--- src/design/ipv4ep_pkg.sv ---
// ipv4ep_pkg: shared types and constants for the ipv4 endpoint text validator
// no dependencies; used by ipv4ep_step and ipv4_endpoint_text_validator

package ipv4ep_pkg;

    // field and value widths
    localparam int CharWidth   = 8;
    localparam int ValueWidth  = 17;
    localparam int PhaseWidth  = 3;
    localparam int ProdWidth   = 20;
    localparam int DigitWidth  = 4;

    // character codes
    localparam logic [CharWidth-1:0] CH_COLON = 8'h3A;
    localparam logic [CharWidth-1:0] CH_DOT   = 8'h2E;
    localparam logic [CharWidth-1:0] CH_ZERO  = 8'h30;
    localparam logic [CharWidth-1:0] CH_NINE  = 8'h39;

    // field limits
    localparam logic [ValueWidth-1:0] OCTET_MAX = 17'd255;
    localparam logic [ValueWidth-1:0] PORT_MAX  = 17'd65535;
    localparam logic [ValueWidth-1:0] VALUE_SAT = 17'd65536;

    // phase codes: octets 0..3, then the port
    localparam logic [PhaseWidth-1:0] PHASE_OCT0 = 3'd0;
    localparam logic [PhaseWidth-1:0] PHASE_OCT3 = 3'd3;
    localparam logic [PhaseWidth-1:0] PHASE_PORT = 3'd4;

    // parser state carried from one character to the next
    typedef struct packed {
        logic [PhaseWidth-1:0] phase;
        logic [ValueWidth-1:0] field_value;
        logic                  field_nonempty;
        logic                  failed;
    } parse_state_t;

    localparam parse_state_t STATE_CLEAR = '{
        phase:          PHASE_OCT0,
        field_value:    '0,
        field_nonempty: 1'b0,
        failed:         1'b0
    };

endpackage

--- src/design/ipv4ep_step.sv ---
// ipv4ep_step: next-state and verdict logic for one character of the string
// depends on ipv4ep_pkg

module ipv4ep_step (
    input  ipv4ep_pkg::parse_state_t            state_cur,
    input  logic [ipv4ep_pkg::CharWidth-1:0]    ch,
    input  logic                                has_char,
    input  logic                                last,
    output ipv4ep_pkg::parse_state_t            state_next,
    output logic                                valid_res
);

    logic                                 is_digit;
    logic [ipv4ep_pkg::DigitWidth-1:0]    digit;
    logic [ipv4ep_pkg::ProdWidth-1:0]     prod;
    logic [ipv4ep_pkg::ValueWidth-1:0]    acc_value;
    logic                                 octet_ok;
    ipv4ep_pkg::parse_state_t             after_char;

    // decimal accumulate with saturation
    assign is_digit = (ch >= ipv4ep_pkg::CH_ZERO) && (ch <= ipv4ep_pkg::CH_NINE);
    assign digit    = ipv4ep_pkg::DigitWidth'(ch - ipv4ep_pkg::CH_ZERO);
    assign prod     = ipv4ep_pkg::ProdWidth'(state_cur.field_value) * 20'd10
                    + ipv4ep_pkg::ProdWidth'(digit);
    assign acc_value = (prod > ipv4ep_pkg::ProdWidth'(ipv4ep_pkg::VALUE_SAT))
                     ? ipv4ep_pkg::VALUE_SAT : prod[ipv4ep_pkg::ValueWidth-1:0];

    assign octet_ok = state_cur.field_nonempty
                   && (state_cur.field_value <= ipv4ep_pkg::OCTET_MAX);

    // apply the character, if any
    always_comb begin
        after_char = state_cur;
        if (has_char && !state_cur.failed) begin
            priority if (is_digit) begin
                after_char.field_value    = acc_value;
                after_char.field_nonempty = 1'b1;
            end else if (((state_cur.phase < ipv4ep_pkg::PHASE_OCT3
                           && ch == ipv4ep_pkg::CH_DOT)
                          || (state_cur.phase == ipv4ep_pkg::PHASE_OCT3
                           && ch == ipv4ep_pkg::CH_COLON)) && octet_ok) begin
                after_char.phase          = state_cur.phase + 3'd1;
                after_char.field_value    = '0;
                after_char.field_nonempty = 1'b0;
            end else begin
                after_char.failed = 1'b1;
            end
        end
    end

    // verdict at end of string, then clear for the next one
    assign valid_res = !after_char.failed
                    && (after_char.phase == ipv4ep_pkg::PHASE_PORT)
                    && after_char.field_nonempty
                    && (after_char.field_value != '0)
                    && (after_char.field_value <= ipv4ep_pkg::PORT_MAX);

    assign state_next = last ? ipv4ep_pkg::STATE_CLEAR : after_char;

endmodule

--- src/design/ipv4_endpoint_text_validator.sv ---
// ipv4_endpoint_text_validator: top level, checks a.b.c.d:port text streams
// depends on ipv4ep_pkg and ipv4ep_step
//
//  channel | direction | tdata            | tuser    | tlast
//  s_      | in        | [7:0] ch         | has_char | last
//  m_      | out       | [0] valid_res    | -        | -
//
// one character per cycle while no end-of-string item waits on a stalled result; a
// verdict for the transaction that carries last passes the input register, then the result register.
// the parser state lives in one register set updated by a single-level step,
// which sets the one-item-per-cycle pace.
// aresetn is synchronous, active low, and returns the parser to the first octet.
// a stalled result holds only items that carry last; other items keep flowing.

module ipv4_endpoint_text_validator (
    input  logic       aclk,
    input  logic       aresetn,
    // input stream
    input  logic       s_tvalid,
    output logic       s_tready,
    input  logic [7:0] s_tdata,   // [7:0] ch
    input  logic       s_tuser,   // [0] has_char
    input  logic       s_tlast,
    // result stream
    output logic       m_tvalid,
    input  logic       m_tready,
    output logic [7:0] m_tdata    // [0] valid_res, [7:1] zero
);

    logic                               s1_valid_reg;
    logic [ipv4ep_pkg::CharWidth-1:0]   s1_ch_reg;
    logic                               s1_has_char_reg;
    logic                               s1_last_reg;
    ipv4ep_pkg::parse_state_t           state_reg;
    ipv4ep_pkg::parse_state_t           state_next;
    logic                               verdict;
    logic                               m_valid_reg;
    logic                               m_res_reg;
    logic                               process_en;

    // a stage-one item moves on unless it needs the result slot and that is busy
    assign process_en = s1_valid_reg && (!s1_last_reg || !m_valid_reg || m_tready);
    assign s_tready   = !s1_valid_reg || process_en;

    // input register
    always_ff @(posedge aclk) begin
        if (!aresetn) begin
            s1_valid_reg <= 1'b0;
        end else if (s_tready) begin
            s1_valid_reg <= s_tvalid;
        end
        if (s_tvalid && s_tready) begin
            s1_ch_reg       <= s_tdata;
            s1_has_char_reg <= s_tuser;
            s1_last_reg     <= s_tlast;
        end
    end

    ipv4ep_step u_step (
        .state_cur  (state_reg),
        .ch         (s1_ch_reg),
        .has_char   (s1_has_char_reg),
        .last       (s1_last_reg),
        .state_next (state_next),
        .valid_res  (verdict)
    );

    // parser state
    always_ff @(posedge aclk) begin
        if (!aresetn) begin
            state_reg <= ipv4ep_pkg::STATE_CLEAR;
        end else if (process_en) begin
            state_reg <= state_next;
        end
    end

    // result register
    always_ff @(posedge aclk) begin
        if (!aresetn) begin
            m_valid_reg <= 1'b0;
        end else if (process_en && s1_last_reg) begin
            m_valid_reg <= 1'b1;
        end else if (m_tready) begin
            m_valid_reg <= 1'b0;
        end
        if (process_en && s1_last_reg) begin
            m_res_reg <= verdict;
        end
    end

    assign m_tvalid = m_valid_reg;
    assign m_tdata  = {7'd0, m_res_reg};

`ifndef SYNTHESIS
    // end of string leaves the parser cleared
    a_clear_after_last: assert property (@(posedge aclk) disable iff (!aresetn)
        process_en && s1_last_reg |=> state_reg == ipv4ep_pkg::STATE_CLEAR)
        else $error("parser state not cleared after end of string");

    // a new result only comes from a processed end-of-string item
    a_result_source: assert property (@(posedge aclk) disable iff (!aresetn)
        $rose(m_valid_reg) |-> $past(process_en && s1_last_reg))
        else $error("result without end-of-string item");

    // phase never goes beyond the port field
    a_phase_range: assert property (@(posedge aclk) disable iff (!aresetn)
        state_reg.phase <= ipv4ep_pkg::PHASE_PORT)
        else $error("phase out of range");

    // running value stays at or below the saturation point
    a_value_sat: assert property (@(posedge aclk) disable iff (!aresetn)
        state_reg.field_value <= ipv4ep_pkg::VALUE_SAT)
        else $error("field value beyond saturation");

    // a blocked input side means a held end-of-string item facing a stalled result
    a_stall_cause: assert property (@(posedge aclk) disable iff (!aresetn)
        !s_tready |-> s1_valid_reg && s1_last_reg && m_valid_reg && !m_tready)
        else $error("input stalled without cause");
`endif

endmodule

--- config.mk ---
export PLATFORM = sky130hd
export DESIGN_NAME = ipv4_endpoint_text_validator
export DESIGN_NICKNAME = d
export VERILOG_FILES = /design/src/design/ipv4ep_pkg.sv /design/src/design/ipv4ep_step.sv /design/src/design/ipv4_endpoint_text_validator.sv
export SDC_FILE = /design/constraint.sdc
export NUM_CORES = 1
export LEC_CHECK = 0
export ABC_AREA = 1
export BUFFER_PORTS_ARGS = -buffer_cell sky130_fd_sc_hd__buf_2
export CORE_AREA = 3 3 96 98
export CTS_CLUSTER_DIAMETER = 200
export DETAILED_ROUTE_END_ITERATION = 8
export DIE_AREA = 0 0 99 101
export GPL_ROUTABILITY_DRIVEN = 0
export SYNTH_ARGS = -nofsm -noshare
export SYNTH_HDL_FRONTEND = slang
export SYNTH_SLANG_ARGS = --single-unit
--- constraint.sdc ---
create_clock -name aclk -period 4.6 [get_ports aclk]
set_clock_uncertainty 0.05 [all_clocks]
set_input_delay 0.69 -clock aclk [delete_from_list [all_inputs] [get_ports aclk]]
set_output_delay 0.69 -clock aclk [all_outputs]
set_load 0.02 [all_outputs]
# Word-level counts from Yosys, hierarchy flattened
# Index checks and enable logic that the tools add are counted.
[word_totals] reg_bits=35 latchBits=0 ram_bits=0 rom_bits=0 inputBits=14 out_inout_bits=10 wordCells=58 mem_count=0
[classes] n_addsub=3 multipliers=1 n_div=0 n_lt_le_gt_ge=6 n_eq_ne=4 shift=0 n_mux=10 n_bitwise=0 n_reduce_logical=24
[op_table] op="2-to-1 mux 22 bit" count=2
[op_table] op="2-to-1 mux 21 bit" count=1
[op_table] op="adder 20 x 4 -> 20 bit" count=1
[op_table] op="> comparator 20 x 17 -> 1 bit, second input constant" count=1
[op_table] op="multiplier 17 x 3 -> 19 bit, second input constant" count=1
[op_table] op="2-to-1 mux 18 bit" count=1
[op_table] op="<= comparator 17 x 16 -> 1 bit, second input constant" count=1
[op_table] op="<= comparator 17 x 8 -> 1 bit, second input constant" count=1
[op_table] op="2-to-1 mux 17 bit" count=1
[op_table] op="nonzero test 17 bit" count=1
[op_table] op="equality test 8 x 6 -> 1 bit, second input constant" count=2
[op_table] op="logical AND 1 bit" count=13
[op_table] op="greater-or-equal comparator 8 x 6 -> 1 bit, second input constant" count=1
[op_table] op="<= comparator 8 x 6 -> 1 bit, second input constant" count=1
[op_table] op="logical NOT 1 bit" count=5
[op_table] op="logical OR 1 bit" count=4
[op_table] op="2-to-1 mux 1 bit" count=4
[op_table] op="subtractor 4 x 1 -> 4 bit, second input constant" count=1
[op_table] op="adder 3 x 1 -> 3 bit, second input constant" count=1
[op_table] op="equality test 3 x 2 -> 1 bit, second input constant" count=1
[op_table] op="equality test 3 bit, second input constant" count=1
[op_table] op="< comparator 3 x 2 -> 1 bit, second input constant" count=1
[op_table] op="2-to-1 mux 3 bit" count=1
[op_table] op="nonzero test 2 bit" count=1

# Depth between registers and ports, before layout
[depth] word_depth=12 mapped_depth=27 mapped_depth_nobuf=26

# Cells and area by module
# Synthesis repeated with hierarchy kept, for this count alone.
[hier_totals] hier_cells=692 area_unflattened_um2=4247.8
[by_module_without_submodules] mod="ipv4ep_step" n_inst=1 cells_each=514 area_each_um2=2698.8 seq_area_each_um2=0.0
[by_module_without_submodules] mod="ipv4_endpoint_text_validator" n_inst=1 cells_each=178 area_each_um2=1549.0 seq_area_each_um2=810.8

# Worst setup path after synthesis
# No wires, ideal clock.
[synth_timing] kind="reg2reg" startpoint="reg state_reg[3] in the netlist's numbering" endpoint="reg m_res_reg (data pin)" setup_ns=0.252 t_arrival_ns=3.109 t_required_ns=4.298 setup_slack_ns=1.189 stages_incl_launch_ff=24 n_path_buf=1 synth_period_minus_slack_ns=3.411 path_cell_list="dfxtp_1 ha_1 ha_1 fa_1 nand2_1 inv_1 o21ai_0 nand2_1 inv_1 nor2_2 inv_1 nor2_1 nand4_1 xor2_1 nand2_2 buf_6 nand3_1 nand2_1 nor2_1 nand2_1 nor2_1 nand2_1 nor2_1 nor2_1"
[synth_via] elab_chain_cells=11 word_cells_on_any_way=21 classes_between="add/sub (1); mul (1); order compare (3); eq/ne (1); mux (7); reduce/logical (8)"
[synth_lines] item="start, declared" line_no="ipv4_endpoint_text_validator.sv:34" source="ipv4ep_pkg::parse_state_t state_reg;"
[synth_lines] item="start signal, assigned" line_no="ipv4_endpoint_text_validator.sv:71" source="state_reg <= ipv4ep_pkg::STATE_CLEAR;"
[synth_lines] item="start signal, assigned" line_no="ipv4_endpoint_text_validator.sv:73" source="state_reg <= state_next;"
[synth_lines] item="branches (longest 5 deep; another with adder 20 x 4 -> 20 bit)"
[synth_lines] item="2-to-1 mux 22 bit *" line_no="ipv4ep_step.sv:34" source="if (has_char && !state_cur.failed) begin"
[synth_lines] item="branches (longest 4 deep; another with <= comparator 17 x 16 -> 1 bit)"
[synth_lines] item="logical AND 1 bit *" line_no="ipv4ep_step.sv:56" source="&& (after_char.field_value <= ipv4ep_pkg::PORT_MAX);"
[synth_lines] item="net u_step.valid_res" line_no="ipv4ep_step.sv:10" source="output logic valid_res"
[synth_lines] item="end signal, assigned" line_no="ipv4_endpoint_text_validator.sv:87" source="m_res_reg <= verdict;"
[synth_lines] item="end, declared" line_no="ipv4_endpoint_text_validator.sv:38" source="logic m_res_reg;"
# Mark *: on every way through the listed nets, which the timed path passes.
# A chain may end at the register's enable or synchronous reset.

# Worst setup path after layout
[layout_timing] startpoint="reg state_reg[5] in the netlist's numbering" endpoint="reg m_res_reg (data pin)"
# Same word-level chain as after synthesis.

==> results.py <==
metrics = {
    "global_route": {
        "top_usage_layer": "met2",
        "grt.overflow.total": 0,
        "first_global_vias": 3843,
        "grtUsageTotal": 0.2135,
        "met3_usage": 0.01522,
        "grt_max_degree": 25,
        "grt_util_met1": 0.2599,
        "use_met2": 0.3900,
        "antenna_found_initial": 0,
        "grt_pass1_wl_um": 17450,
    },
    "logic_synthesis": {
        "ys_types": 33,
        "synth.top_cell.area_share": 0.2102,
        "synth_seq_area_share": 0.2142,
        "synthTopCellsByArea": "nand2_1 (21%), dfxtp_1 (13%), ha_1 (12%), nand3_1 (9.9%), edfxtp_1 (8.7%)",
        "ys_ff_latch": 35,
        "yosys_warnings": 0,
        "postSynthAreaPerCell_um2": 6.075,
        "yosysTopAreaCell": "nand2_1",
        "synth_cells": 623,
        "synth.cell_area_mm2": 0.003785,
    },
    "worst_setup_path": {
        "path_max_fanout": 15,
        "startpoint": "state_reg[5]",
        "crit_arrival_ns": 4.02,
        "timing.rr.end": "m_res_reg",
        "path_class": "reg2reg",
        "cp-endpoint": "m_res_reg",
        "path_common_cell": "nand2_1",
        "required_ns": 4.61,
        "start_kind": "register",
        "r2r.worst_path.cells": 24,
        "crit_path_top_delay_cell": "fa_1",
        "slowest_delay_ns": 0.58,
        "path_buf_inv": 2,
        "path_cells": "ha_1 > ha_1 > fa_1 > nand2_1 > inv_1 > nand4_1 > nand2_1 > inv_1 > nor2_2 > nand3_1 > o21ai_0 > nand2_1 > nand2_1 > nor2_1 > nand3_1 > nand2_2 > nand3b_1 > nand2_1 > nand2_1 > nand2_1 > nor2_1 > nand2_1 > nor2_1 > nor2_1",
        "worst-path-stages": 24,
        "r2r_start": "state_reg[5]",
        "path_delay_family": "simple AND/OR/NAND/NOR gates",
        "endpoint_kind": "register",
        "r2r_slack_ns": 0.59,
    },
    "floorplanning": {
        "die_width_um": 99,
        "fp-row-count": 34,
        "io_pins": 24,
        "initial_core_util": 0.4426,
        "dieArea_mm2": 0.009999,
        "core_area_mm2": 0.008551,
        "die_y_um": 101,
    },
    "sta": {
        "hold_violations": 0,
        "final.setup.tns_ns": 0,
        "tightest_slew_ns": 0.8415,
        "rsz0062_at_grt": "false",
        "period_needed_ns": 4.011,
        "maxSlewHeadroom": 0.4376,
        "fin_ws_ns": 0.5893,
        "fmax_ghz": 0.2493,
        "slew_viol_final": 0,
        "setup_viol": 0,
        "fin_crit_sh": 0.8719,
    },
    "clocking": {
        "numCtsBuffers": 5,
        "tritoncts": "built",
        "htree_num_levels": 2,
        "clkLatencyLatePin_ns": 0.30,
        "cts_root_buf": "clkbuf_8",
        "cts.clk_slew.worst_paths_ns": 0.08,
        "hold_buffers": 0,
        "cts_resized": 0,
        "clock_sinks": 35,
        "clk_path_buf_depth": 2,
        "post-cts-setup-buffer-count": 0,
    },
    "layout": {
        "post-route-util": 0.4745,
        "largest_register_ff_count": 22,
        "nets": 686,
        "syn2layout_area_growth_pct": 7.207,
        "n_antenna_cell": 0,
        "drive_gt1_frac": 0.06604,
    },
    "power_and_ir_drop": {
        "fin_total_pwr_uw": 728.0,
        "p_leak_nw": 2.065,
        "p_per_area_mw_per_mm2": 179.4,
        "vdd_drop_max_uv": 200.9,
    },
    "placement": {
        "io_buffer_count": 16,
        "hpwl_um": 8393,
        "place_ws_ns": 0.6288,
    },
    "routing": {
        "drt_iter0_markers": 142,
        "dr.pass1.iters": 5,
        "num_vias": 3956,
        "drtAntennaViolNets": 0,
        "detail_route.wl_per_cell_um": 13.98,
        "drc_errors": 0,
        "via_per_inst": 5.317,
        "routed_wl_um": 10400,
    },
    "run": {
        "maxCapViolCount": 0,
    },
    "status": {
        "status": "finished clean",
    },
    "min_path": {
        "hp-class": "reg2reg",
    },
}
==> metal layers <==
metal | share of wire | wire [um]
met5 | 0 | 0
met4 | 0.028 | 293
met1 | 0.43 | 4502
met3 | 0.035 | 361
met2 | 0.50 | 5243
==> cells in the mapped netlist <==
cell	number
nand3_1	75
nor2_2	5
nor2b_1	1
nand3_2	1
or2_2	5
nor3_1	5
ha_1	35
buf_1	2
conb_1	1
nor3_2	1
nand2_1	212
clkbuf_1	7
xor2_1	5
nand4_1	20
dfxtp_1	24
nand3b_1	6
o21a_1	7
nor2_1	47
a31oi_1	2
buf_6	2
nor4_1	4
nor2_8	1
inv_1	82
a211oi_1	1
a21oi_1	32
o21ai_0	10
xnor2_1	3
buf_4	8
o21ai_1	2
fa_1	2
nand2_2	3
edfxtp_1	11
mux2i_1	1
==> power breakdown <==
part	total, mW	switching (mW)	internal (mW)	leakage (nW)
Clock	0.338	0.122	0.216	0.0644
Combinational	0.0585	0.0401	0.0185	1.70
Sequential	0.332	0.00589	0.326	0.302
Total	0.728	0.168	0.560	2.07
==> kinds of logic after synthesis <==
family	count (synthesis)	share of synthesized area
other	1	0.0009908
flip-flops	35	0.2142
adder cells (fa/ha/maj)	37	0.1263
XOR/XNOR	8	0.01851
multiplexers	1	0.002645
buffers and inverters	101	0.1121
AND/OR/NAND/NOR	386	0.4479
AO/OA/AOI/OAI	54	0.07736
==> worst reg2reg max path, delay by kind of cell, from the launching register on <==
kind / cells / cell delay [ns]
DFF: 1 / 0.41
and+or+nand+nor: 18 / 1.84
buffers and inverters: 2 / 0.12
AOI/OAI and AO/OA: 1 / 0.23
adders and majority gates: 3 / 1.12
==> how the worst min path moves through the flow <==
stage,startpoint,end,slack (ns),cells past startpoint
2_1_floorplan,state_reg[0],state_reg[0],0.40,2
3_3_place_gp,state_reg[0],state_reg[0],0.42,2
3_5_place_dp,state_reg[0],state_reg[0],0.43,2
4_1_cts,state_reg[0],state_reg[0],0.44,2
5_1_grt,state_reg[0],state_reg[0],0.47,2
6_report,state_reg[0],state_reg[0],0.44,2
==> cell usage in the layout, fill, tap and decap left out <==
| cell type | synthesis | final |
|---|---|---|
| a211oi_1 | 1 | 1 |
| buf_2 | 0 | 16 |
| xor2_1 | 5 | 5 |
| fa_1 | 2 | 2 |
| nand3_1 | 75 | 75 |
| ha_1 | 35 | 35 |
| clkbuf_8 | 0 | 5 |
| nand2_2 | 3 | 3 |
| nor2_1 | 47 | 47 |
| a31oi_1 | 2 | 2 |
| a21oi_1 | 32 | 32 |
| nor3_1 | 5 | 5 |
| dfxtp_1 | 24 | 24 |
| buf_4 | 8 | 2 |
| o21a_1 | 7 | 7 |
| clkinvlp_4 | 0 | 1 |
| xnor2_1 | 3 | 3 |
| o21ai_1 | 2 | 2 |
| nor2_8 | 1 | 1 |
| o21ai_0 | 10 | 10 |
| nand3b_1 | 6 | 6 |
| nor2b_1 | 1 | 1 |
| nand3_2 | 1 | 1 |
| nand4_1 | 20 | 20 |
| or2_2 | 5 | 5 |
| edfxtp_1 | 11 | 11 |
| mux2i_1 | 1 | 1 |
| nor2_2 | 5 | 5 |
| nor4_1 | 4 | 4 |
| nand2_1 | 212 | 212 |
| inv_1 | 82 | 82 |
| bufinv_16 | 0 | 2 |
| conb_1 | 1 | 7 |
| nor3_2 | 1 | 1 |
==> through the flow <==
| stage | hold WS (ns) | area, um2 | std cells |
|---|---|---|---|
| CTS | 0.4419 | 4058 | 744 |
| global route | 0.4720 | 4058 | 744 |
| global placement | 0.4180 | 3921 | 736 |
| detailed placement | 0.4298 | 3921 | 736 |
| floorplan | 0.3987 | 3807 | 629 |
| finish | 0.4386 | 4058 | 744 |
==> area by class of cell <==
type | count | area [um2]
tap | 108 | 135.1
inverter | 82 | 307.8
sequential | 35 | 810.8
timing repair buffer | 18 | 95.09
fill | 927 | 4493
clock inverter | 3 | 67.56
multi-input combinational | 493 | 2572
clock buffer | 5 | 68.82
Note: power is estimated with default switching activity, not from simulation.
